==> src/hw/rtl/mwc_pkg.sv <==
// Package for the multiply-with-carry generator: constants, types, coefficient table.
`default_nettype none
package mwc_pkg;

  localparam int WORD_W       = 32;
  localparam int ACC_W        = 2 * WORD_W;
  localparam int HIST_DEPTH   = 4;
  localparam int HIST_IDX_W   = $clog2(HIST_DEPTH);
  localparam int STEP_W       = $clog2(HIST_DEPTH + 1);
  localparam int WARMUP_DRAWS = 19;
  localparam int WARM_W       = $clog2(WARMUP_DRAWS + 2);

  localparam logic [WORD_W-1:0] MULT_NEW  = 32'd5115;
  localparam logic [WORD_W-1:0] MULT_1    = 32'd1776;
  localparam logic [WORD_W-1:0] MULT_2    = 32'd1492;
  localparam logic [WORD_W-1:0] MULT_OLD  = 32'd2111111111;
  localparam logic [WORD_W-1:0] SEED_MULT = 32'd29943829;

  localparam logic [WORD_W-1:0] HIST0_RST = 32'h95d3474b;
  localparam logic [WORD_W-1:0] HIST1_RST = 32'h035cf1f7;
  localparam logic [WORD_W-1:0] HIST2_RST = 32'hfd43995f;
  localparam logic [WORD_W-1:0] HIST3_RST = 32'h5dfc55fb;
  localparam logic [WORD_W-1:0] CARRY_RST = 32'h334a9229;

  // Operation codes
  localparam logic OP_DRAW   = 1'b0;
  localparam logic OP_RESEED = 1'b1;

  typedef enum logic [2:0] {
    ST_IDLE,
    ST_DRAW_MAC,
    ST_DRAW_COMMIT,
    ST_SEED_MUL,
    ST_SEED_WR
  } mwc_state_t;

  typedef struct packed {
    logic                  mul_en;
    logic                  mul_seed;
    logic [HIST_IDX_W-1:0] mul_idx;
    logic                  acc_load;
    logic                  acc_add;
    logic                  draw_commit;
    logic                  draw_emit;
    logic                  seed_step;
    logic [STEP_W-1:0]     seed_idx;
  } mwc_ctrl_t;

  function automatic logic [WORD_W-1:0] draw_coef(input logic [HIST_IDX_W-1:0] idx);
    logic [WORD_W-1:0] c;
    case (idx)
      2'd0:    c = MULT_NEW;
      2'd1:    c = MULT_1;
      2'd2:    c = MULT_2;
      2'd3:    c = MULT_OLD;
      default: c = MULT_NEW;
    endcase
    return c;
  endfunction

endpackage
`default_nettype wire

==> src/hw/rtl/mwc_if.sv <==
// Valid/ready channel interfaces for draw/reseed requests and generated words.
`default_nettype none
interface mwc_in_if;
  logic                      valid;
  logic                      ready;
  logic                      operation;
  logic [mwc_pkg::WORD_W-1:0] seed_value;

  modport source (output valid, output operation, output seed_value, input ready);
  modport sink   (input valid, input operation, input seed_value, output ready);
endinterface

interface mwc_out_if;
  logic                      valid;
  logic                      ready;
  logic [mwc_pkg::WORD_W-1:0] random_word;

  modport source (output valid, output random_word, input ready);
  modport sink   (input valid, input random_word, output ready);
endinterface
`default_nettype wire

==> src/hw/rtl/mwc_mul.sv <==
// Shared 32x32 multiplier with registered 64-bit product.
`default_nettype none
module mwc_mul (
  input  wire logic                        clk,
  input  wire logic                        en,
  input  wire logic [mwc_pkg::WORD_W-1:0]  a,
  input  wire logic [mwc_pkg::WORD_W-1:0]  b,
  output logic      [mwc_pkg::ACC_W-1:0]   prod_r
);

  always_ff @(posedge clk) begin
    if (en) begin
      prod_r <= mwc_pkg::ACC_W'(a) * mwc_pkg::ACC_W'(b);
    end
  end

endmodule
`default_nettype wire

==> src/hw/rtl/mwc_seq.sv <==
// Sequencer for draw accumulation, seed chain and warm-up draws.
`default_nettype none
module mwc_seq (
  input  wire logic               clk,
  input  wire logic               rst_n,
  input  wire logic               start,
  input  wire logic               start_op,
  input  wire logic               out_stall,
  output logic                    in_ready,
  output mwc_pkg::mwc_ctrl_t      ctrl
);

  mwc_pkg::mwc_state_t               state_r, state_nxt;
  logic [mwc_pkg::STEP_W-1:0]        step_r, step_nxt;
  logic [mwc_pkg::STEP_W-1:0]        sidx_r, sidx_nxt;
  logic [mwc_pkg::WARM_W-1:0]        warm_r, warm_nxt;
  logic                              user_r, user_nxt;
  logic                              commit_ok;

  assign commit_ok = !(user_r && out_stall);

  always_comb begin
    state_nxt = state_r;
    step_nxt  = step_r;
    sidx_nxt  = sidx_r;
    warm_nxt  = warm_r;
    user_nxt  = user_r;
    case (state_r)
      mwc_pkg::ST_IDLE: begin
        if (start) begin
          step_nxt = '0;
          sidx_nxt = '0;
          if (start_op == mwc_pkg::OP_RESEED) begin
            state_nxt = mwc_pkg::ST_SEED_MUL;
          end else begin
            state_nxt = mwc_pkg::ST_DRAW_MAC;
            user_nxt  = 1'b1;
          end
        end
      end
      mwc_pkg::ST_DRAW_MAC: begin
        step_nxt = step_r + 1'b1;
        if (step_r == mwc_pkg::STEP_W'(mwc_pkg::HIST_DEPTH)) begin
          state_nxt = mwc_pkg::ST_DRAW_COMMIT;
        end
      end
      mwc_pkg::ST_DRAW_COMMIT: begin
        if (commit_ok) begin
          step_nxt = '0;
          if (user_r) begin
            state_nxt = mwc_pkg::ST_IDLE;
          end else begin
            warm_nxt = warm_r - 1'b1;
            if (warm_r == mwc_pkg::WARM_W'(1)) begin
              state_nxt = mwc_pkg::ST_IDLE;
            end else begin
              state_nxt = mwc_pkg::ST_DRAW_MAC;
            end
          end
        end
      end
      mwc_pkg::ST_SEED_MUL: begin
        state_nxt = mwc_pkg::ST_SEED_WR;
      end
      mwc_pkg::ST_SEED_WR: begin
        sidx_nxt = sidx_r + 1'b1;
        if (sidx_r == mwc_pkg::STEP_W'(mwc_pkg::HIST_DEPTH)) begin
          // seed chain done; carry written, start warm-up
          step_nxt = '0;
          user_nxt = 1'b0;
          warm_nxt = mwc_pkg::WARM_W'(mwc_pkg::WARMUP_DRAWS);
          if (mwc_pkg::WARMUP_DRAWS == 0) begin
            state_nxt = mwc_pkg::ST_IDLE;
          end else begin
            state_nxt = mwc_pkg::ST_DRAW_MAC;
          end
        end else begin
          state_nxt = mwc_pkg::ST_SEED_MUL;
        end
      end
      default: state_nxt = mwc_pkg::ST_IDLE;
    endcase
  end

  always_comb begin
    in_ready         = 1'b0;
    ctrl             = '0;
    ctrl.mul_idx     = step_r[mwc_pkg::HIST_IDX_W-1:0];
    ctrl.seed_idx    = sidx_r;
    case (state_r)
      mwc_pkg::ST_IDLE: begin
        in_ready = 1'b1;
      end
      mwc_pkg::ST_DRAW_MAC: begin
        ctrl.mul_en   = (step_r != mwc_pkg::STEP_W'(mwc_pkg::HIST_DEPTH));
        ctrl.acc_load = (step_r == '0);
        ctrl.acc_add  = (step_r != '0);
      end
      mwc_pkg::ST_DRAW_COMMIT: begin
        ctrl.draw_commit = commit_ok;
        ctrl.draw_emit   = commit_ok && user_r;
      end
      mwc_pkg::ST_SEED_MUL: begin
        ctrl.mul_en   = 1'b1;
        ctrl.mul_seed = 1'b1;
      end
      mwc_pkg::ST_SEED_WR: begin
        ctrl.seed_step = 1'b1;
      end
      default: begin
        in_ready = 1'b0;
      end
    endcase
  end

  always_ff @(posedge clk) begin
    if (!rst_n) begin
      state_r <= mwc_pkg::ST_IDLE;
      step_r  <= '0;
      sidx_r  <= '0;
      warm_r  <= '0;
      user_r  <= 1'b0;
    end else begin
      state_r <= state_nxt;
      step_r  <= step_nxt;
      sidx_r  <= sidx_nxt;
      warm_r  <= warm_nxt;
      user_r  <= user_nxt;
    end
  end

endmodule
`default_nettype wire

==> src/hw/rtl/multiply_with_carry_rng.sv <==
// Draw: accept, multiply-accumulate of the four history words onto the carry on
// the shared multiplier, then commit; the commit loads the word into the output
// register, and no new request is taken before it (it waits while a word is held).
// Reseed: seed chain for the four history words and carry, plus 19 warm-up draws.
// Synchronous active-low reset loads the fixed history and carry and empties output.
// The single 32x32 multiplier serves both the draw and the seed-chain steps.
`default_nettype none
module multiply_with_carry_rng (
  input  wire logic    clk,
  input  wire logic    rst_n,
  mwc_in_if.sink       in_ch,
  mwc_out_if.source    out_ch
);

  mwc_pkg::mwc_ctrl_t              ctrl;
  logic                            in_ready;
  logic                            in_xfer;
  logic                            out_valid_r;
  logic [mwc_pkg::WORD_W-1:0]      out_word_r;
  logic [mwc_pkg::WORD_W-1:0]      hist_r [mwc_pkg::HIST_DEPTH];
  logic [mwc_pkg::WORD_W-1:0]      carry_r;
  logic [mwc_pkg::WORD_W-1:0]      seed_r;
  logic [mwc_pkg::ACC_W-1:0]       acc_r;
  logic [mwc_pkg::ACC_W-1:0]       prod_r;
  logic [mwc_pkg::WORD_W-1:0]      mul_a;
  logic [mwc_pkg::WORD_W-1:0]      mul_b;
  logic [mwc_pkg::WORD_W-1:0]      seed_next;

  assign in_ch.ready  = in_ready;
  assign in_xfer      = in_ch.valid && in_ready;
  assign out_ch.valid = out_valid_r;
  assign out_ch.random_word = out_word_r;

  mwc_seq u_seq (
    .clk       (clk),
    .rst_n     (rst_n),
    .start     (in_xfer),
    .start_op  (in_ch.operation),
    .out_stall (out_valid_r && !out_ch.ready),
    .in_ready  (in_ready),
    .ctrl      (ctrl)
  );

  assign mul_a = ctrl.mul_seed ? seed_r : hist_r[ctrl.mul_idx];
  assign mul_b = ctrl.mul_seed ? mwc_pkg::SEED_MULT : mwc_pkg::draw_coef(ctrl.mul_idx);

  mwc_mul u_mul (
    .clk    (clk),
    .en     (ctrl.mul_en),
    .a      (mul_a),
    .b      (mul_b),
    .prod_r (prod_r)
  );

  assign seed_next = prod_r[mwc_pkg::WORD_W-1:0] - 1'b1;

  // Accumulator and seed chain register
  always_ff @(posedge clk) begin
    if (ctrl.acc_load) begin
      acc_r <= mwc_pkg::ACC_W'(carry_r);
    end else if (ctrl.acc_add) begin
      acc_r <= acc_r + prod_r;
    end
    if (in_xfer) begin
      seed_r <= in_ch.seed_value;
    end else if (ctrl.seed_step) begin
      seed_r <= seed_next;
    end
  end

  // Generator state
  always_ff @(posedge clk) begin
    if (!rst_n) begin
      hist_r[0] <= mwc_pkg::HIST0_RST;
      hist_r[1] <= mwc_pkg::HIST1_RST;
      hist_r[2] <= mwc_pkg::HIST2_RST;
      hist_r[3] <= mwc_pkg::HIST3_RST;
      carry_r   <= mwc_pkg::CARRY_RST;
    end else if (ctrl.draw_commit) begin
      for (int i = mwc_pkg::HIST_DEPTH - 1; i > 0; i--) begin
        hist_r[i] <= hist_r[i-1];
      end
      hist_r[0] <= acc_r[mwc_pkg::WORD_W-1:0];
      carry_r   <= acc_r[mwc_pkg::ACC_W-1:mwc_pkg::WORD_W];
    end else if (ctrl.seed_step) begin
      if (ctrl.seed_idx == mwc_pkg::STEP_W'(mwc_pkg::HIST_DEPTH)) begin
        carry_r <= seed_next;
      end else begin
        hist_r[ctrl.seed_idx[mwc_pkg::HIST_IDX_W-1:0]] <= seed_next;
      end
    end
  end

  // Output register: hold until transfer
  always_ff @(posedge clk) begin
    if (!rst_n) begin
      out_valid_r <= 1'b0;
    end else if (ctrl.draw_emit) begin
      out_valid_r <= 1'b1;
    end else if (out_ch.ready) begin
      out_valid_r <= 1'b0;
    end
  end

  always_ff @(posedge clk) begin
    if (ctrl.draw_emit) begin
      out_word_r <= acc_r[mwc_pkg::WORD_W-1:0];
    end
  end

endmodule
`default_nettype wire
==> src/flat_wrapper.sv <==
// flat-port wrapper written by rule: the top's interface ports become plain ports
module multiply_with_carry_rng_flat 
  (clk, rst_n, in_ch_valid, in_ch_operation, in_ch_seed_value, in_ch_ready, out_ch_valid, out_ch_random_word, out_ch_ready);
  mwc_in_if in_ch_i ();
  mwc_out_if out_ch_i ();
  input  wire logic clk;
  input  wire logic rst_n;
  input wire logic [$bits(in_ch_i.valid)-1:0] in_ch_valid;
  input wire logic [$bits(in_ch_i.operation)-1:0] in_ch_operation;
  input wire logic [$bits(in_ch_i.seed_value)-1:0] in_ch_seed_value;
  output wire logic [$bits(in_ch_i.ready)-1:0] in_ch_ready;
  output wire logic [$bits(out_ch_i.valid)-1:0] out_ch_valid;
  output wire logic [$bits(out_ch_i.random_word)-1:0] out_ch_random_word;
  input wire logic [$bits(out_ch_i.ready)-1:0] out_ch_ready;
  assign in_ch_i.valid = in_ch_valid;
  assign in_ch_i.operation = in_ch_operation;
  assign in_ch_i.seed_value = in_ch_seed_value;
  assign in_ch_ready = in_ch_i.ready;
  assign out_ch_valid = out_ch_i.valid;
  assign out_ch_random_word = out_ch_i.random_word;
  assign out_ch_i.ready = out_ch_ready;
  multiply_with_carry_rng u_core (.clk(clk), .rst_n(rst_n), .in_ch(in_ch_i), .out_ch(out_ch_i));
endmodule
==> config.mk <==
export PLATFORM = sky130hd
export DESIGN_NAME = multiply_with_carry_rng_flat
export DESIGN_NICKNAME = d
export VERILOG_FILES = /design/src/hw/rtl/mwc_pkg.sv /design/src/hw/rtl/mwc_if.sv /design/src/hw/rtl/mwc_mul.sv /design/src/hw/rtl/mwc_seq.sv /design/src/hw/rtl/multiply_with_carry_rng.sv /design/src/flat_wrapper.sv
export SDC_FILE = /design/constraint.sdc
export NUM_CORES = 2
export LEC_CHECK = 0
export ABC_AREA = 0
export BUFFER_PORTS_ARGS = -buffer_cell sky130_fd_sc_hd__buf_2
export CAP_MARGIN = 20
export CORE_MARGIN = 4
export CORE_UTILIZATION = 50
export CTS_BUF_LIST = sky130_fd_sc_hd__clkbuf_4 sky130_fd_sc_hd__clkbuf_8
export CTS_CLUSTER_SIZE = 10
export DETAILED_ROUTE_END_ITERATION = 6
export GPL_ROUTABILITY_DRIVEN = 0
export HOLD_SLACK_MARGIN = 0.12
export PLACE_DENSITY = 0.68
export SYNTH_ARGS = -nofsm -noshare
export SYNTH_HDL_FRONTEND = slang
export SYNTH_HIERARCHICAL = 1
export SYNTH_SLANG_ARGS = --single-unit
==> constraint.sdc <==
create_clock -name clk -period 9.3 [get_ports clk]
set_input_delay 2.325 -clock clk [delete_from_list [all_inputs] [get_ports clk]]
set_output_delay 2.325 -clock clk [all_outputs]
set_load 0.01 [all_outputs]
======== Word-level counts from Yosys, hierarchy flattened ========
Memories as Yosys holds them, arrays and structs flattened. A register that Yosys moved wholly into a read port is not among the register bits.
Index checks and enable logic that the tools add are counted.
storage, ports and cells
  memories kept ........................... 1
  bits in writable memories ............... 128
  bits in registers ....................... 240
  input port bits ......................... 37
cells by class
  equality and inequality tests ........... 17
  $add $sub $neg .......................... 5
  reductions and logical operators ........ 25
  muxes and demuxes ....................... 57
  multipliers ............................. 1
  bitwise logic cells ..................... 4
memory list
  name           words  bits a word  read ports  clocked after Yosys merged registers in  write ports  line                           source
  u_core.hist_r  4      32           4           1                                        4            multiply_with_carry_rng.sv:20  logic [mwc_pkg::WORD_W-1:0] hist_r [mwc_pkg::HIST_DEPTH];
operators with widths
  cell                                                 count
  2-to-1 mux 32 bit                                    14
  one-hot mux 32 bit (4 select lines)                  1
  adder 64 bit                                         1
  multiplier 32 x 32 -> 64 bit                         1
  OR reduction 32 bit                                  1
  subtractor 32 x 1 -> 32 bit, second input constant   1
  2-to-1 mux 1 bit                                     20
  2-to-1 mux 3 bit                                     6
  2-to-1 mux 5 bit                                     3
  one-hot mux 3 bit (5 select lines)                   1
  2-to-1 mux 2 bit                                     7
  nonzero test 2 bit                                   7
  one-hot mux 3 bit (4 select lines)                   1
  AND reduction 4 bit                                  3
  one-hot mux 5 bit (2 select lines)                   1
  equality test 3 bit, second input constant           3
  inequality test 2 bit, second input constant         4
  adder 3 x 1 -> 3 bit, second input constant          2
  equality test 3 x 2 -> 1 bit, second input constant  2
  logical NOT 3 bit                                    2
  one-hot mux 3 bit (2 select lines)                   1
  equality test 5 x 1 -> 1 bit, second input constant  1
  subtractor 5 x 1 -> 5 bit, second input constant     1
  equality test 2 bit, second input constant           2
  other kinds (13)                                     23

======== Depth between registers and ports, before layout ========
  depth in word-level cells ............... 11
  depth in mapped cells ................... 36
  depth with buffers taken out ............ 33

======== Modules after synthesis ========
Netlist, hierarchy kept.
modules (own cells, without submodules)
  module                   times used  cells each  area an instance (sq um)  seq. area each (sq um)
  mwc_mul                  1           3758        35265.1                   1921.8
  multiply_with_carry_rng  1           1706        16861.2                   8027.7
  mwc_seq                  1           112         913.4                     300.3

======== Worst setup path before layout ========
OpenSTA, ideal clock, no wires.
  kind .................................... reg2reg
  start ................................... register u_core/u_seq/step_r[0] in the netlist's numbering
  end ..................................... register u_core/u_mul/prod_r[59] in the netlist's numbering, data pin
  clock period less this slack ............ 8631 ps
  setup slack ............................. 669 ps
  cell stages (with the launch flop) ...... 33
  data required time ...................... 9038 ps
  arrival time ............................ 8369 ps
  setup time .............................. 262 ps
  cell sequence ........................... dfxtp_1 > buf_4 > clkbuf_1 > buf_1 > inv_1 > ha_1 > nor2_1 > clkbuf_1 > nand2_1 > fa_1 > inv_1 > fa_1 > inv_1 > fa_1 > inv_1 > fa_1 > fa_1 > fa_1 > fa_1 > inv_1 > fa_1 > inv_1 > ha_1 > nand2_1 > o21ai_0 > a21o_1 > a21oi_1 > o21ai_0 > a21oi_1 > o21ai_4 > a311oi_2 > o21ai_1 > xor2_1
between the ends
  cells in the longest elaborated chain, start to end .. 4
RTL lines
  element                                            line                           source
  from (decl)                                        mwc_seq.sv:14                  logic [mwc_pkg::STEP_W-1:0] step_r, step_nxt;
  from (signal assigned)                             mwc_seq.sv:125                 step_r <= step_nxt;
  equality test 2 bit, or another cell as far along  mwc_pkg.sv:51                  case (idx)
  one-hot mux 32 bit (4 select lines) (*)            mwc_pkg.sv:51
  2-to-1 mux 32 bit (*)                              multiply_with_carry_rng.sv:45  assign mul_b = ctrl.mul_seed ? mwc_pkg::SEED_MULT : mwc_pkg::draw_coef(ctrl.mul_idx);
  net u_core.mul_b, one bit                          multiply_with_carry_rng.sv:26  logic [mwc_pkg::WORD_W-1:0] mul_b;
  multiplier 32 x 32 -> 64 bit (*)                   mwc_mul.sv:13                  prod_r <= mwc_pkg::ACC_W'(a) * mwc_pkg::ACC_W'(b);
  to (signal assigned)                               mwc_mul.sv:13
  to (decl)                                          mwc_mul.sv:8                   output logic [mwc_pkg::ACC_W-1:0] prod_r
The timed path passes the listed nets; every way through them passes the cells marked *. The select of a mux whose other input is x is not followed.
A chain may end at the register's enable or synchronous reset.

==> out/results.tsv <==
metric	value	unit
outcome	finished, violations left	
violations	design-rule violations	
post_cts_resized	0	
cts_tree	yes	
die-area	0.1114	mm^2
num_vias	39400	
layout_setup_ws	0.4964	ns
grt_pass1_wl	231.2	mm
hold_viol_final	0	
synth-edff-count	288	
cp_common_cell	fa_1	
cts_setup_buffers	0	
fin_skew	0.03487	ns
critPathMaxStageDelay	0.72	ns
start_util	0.5039	
viasPerCell	5.639	
rsz0062_at_grt	false	
core-area	0.1053	mm^2
detail-route-antenna-nets	0	
setup_viol	0	
endpoint_kind	flip-flop	
synthFlopType	edfxtp_1	
first_pass_iters	7	
pre_cts_slack	0.3498	ns
fin_tns_setup	0	ns
yosysUniqueCellTypes	95	
synth_cells	5576	
relSlewSlack	0.2746	
path_class	reg -> reg	
die_x	333.7	um
place_area	0.05531	mm^2
synthToLayoutAreaGrowth	6.591	%
port_buffers	70	
syn_area_per_cell	9.512	um^2
ctsHoldBuffers	0	
drt-wirelength-per-cell	20.80	um
arrival	9.17	ns
yosysSeqAreaShare	0.1932	
final_common_cell	inv_1	
hp-class	reg -> reg	
critical-path-slowest-cell	or3_1	
drv.max_cap_violation_count	0	
synthArstFlopShare	0	
post-route-period-util	0.9466	
drtIter0Drc	3640	
clkSinkCount	368	
max_freq	113.6	MHz
gr-total-overflow	0	
slew_violations	0	
layout_common_cells	inv_1, fa_1, nand2_1	
final_area	0.05654	mm^2
clkLatencyLatePin	0.64	ns
clkSlewWorstSetupHoldPaths	0.07	ns
drcViolationCount	1	
fill_cells	9344	
grt_max_degree	76	
path_max_fanout	74	
ios	71	
fin_crit	8.804	ns
required	9.67	ns
worstMarginPinSlew	1.085	ns
clockRootBuffer	clkbuf_8	
antenna_found_initial	9	
synth_warnings	6	
drive_gt1_frac	0.07527	
ys_seq_elements	368	
grt_pass1_vias	41160	
die-height	333.7	um
clk_path_buf_depth	3	
totalWireLength	145.3	mm
hpwl	114.9	mm
fp-row-count	119	
cts-buffers-inserted	56	
fin_nets	6819	
final_util	0.5371	
register_area	0.01025	mm^2
crit_path_start_kind	flip-flop	
multi_input_area	0.03833	mm^2
synthesis.area	0.05304	mm^2
htreeDepth	2	
gr-usage-all-layers	0.2630	
critical path: cells and delay by family (launching register included):
kind / cells / cell delay (ns)
AND/OR/NAND/NOR: 8 / 2.41
XOR/XNOR: 1 / 0.15
AO/OA/AOI/OAI: 4 / 0.51
adder cells (fa/ha/maj): 9 / 4.43
flip-flops: 1 / 0.31
buffers and inverters: 6 / 0.63
path summary, 6_finish.rpt:
path | from | end | slack (ns) | cells past startpoint
worst min-delay path | u_core/u_seq/warm_r[1] | u_core/u_seq/warm_r[1] | 0.52 | 1
worst min register to register | u_core/u_seq/warm_r[1] | u_core/u_seq/warm_r[1] | 0.52 | 1
worst max-delay path | u_core/u_seq/state_r[0] | u_core/u_mul/prod_r[58] | 0.50 | 28
worst max register to register | u_core/u_seq/state_r[0] | u_core/u_mul/prod_r[58] | 0.50 | 28
cell type report:
| cell class | count | share of cell area |
|---|---|---|
| diodes | 3 | 0.0001328 |
| clock buffers | 78 | 0.01700 |
| clock inverters | 26 | 0.003784 |
| inverters | 902 | 0.05993 |
| multi-input cells | 4002 | 0.6779 |
| flip-flops and latches | 368 | 0.1814 |
| well taps | 1391 | 0.03078 |
| repair buffers | 217 | 0.02904 |
cell usage after synthesis, types with 80 or more instances:
library cell  count  area share
xnor2_1         103       0.017
and2_1          613       0.072
inv_1           901       0.064
nor2_1          218       0.015
fa_1            897        0.34
dfxtp_1          80       0.030
o21ai_0         124       0.012
a21oi_1         260       0.025
nand2_1         719       0.051
edfxtp_1        288        0.16
clkbuf_1        311       0.022
ha_1            338       0.080
per-stage QoR:
stage | cells | hold slack, ns
2_1_floorplan | 5600 | 0.4568
3_3_place_gp | 6878 | 0.5057
3_5_place_dp | 6878 | 0.5090
4_1_cts | 6982 | 0.5200
5_1_grt | 6985 | 0.5273
6_report | 6987 | 0.5209
logic make-up after synthesis:
family / after synthesis / synth area share
AOI/OAI and AO/OA: 741 / 0.09115
buffers and inverters: 1231 / 0.08740
xor gates and xnor gates: 154 / 0.02543
muxes: 43 / 0.01573
DFF: 368 / 0.1932
adders and majority gates: 1235 / 0.4183
and+or+nand+nor: 1803 / 0.1687
other: 1 / 0.00007070
routing by layer:
layer  up-vias  wire length [um]  track usage
met1     20000             57640       0.3532
li1      17500                 -            -
met2      1598             69510       0.4366
met4         2              6407      0.09602
met3       292             11730      0.03877
met5         -                12            0
sequential cells by signal (all words and copies together), names as in the netlist:
signal,cells
u_core/u_seq/step_r,3
u_core/u_seq/user_r,1
u_core/out_ch.valid,1
u_core/u_seq/state_r,3
u_core/out_ch.random_word,32
u_core/u_seq/sidx_r,3
u_core/u_seq/warm_r,5
u_core/hist_r,128
u_core/acc_r,64
u_core/u_mul/prod_r,64
u_core/carry_r,32
u_core/seed_r,32
Power is not shown: default switching activity piles up to over one toggle a cycle in this logic, so the estimate is an artifact.
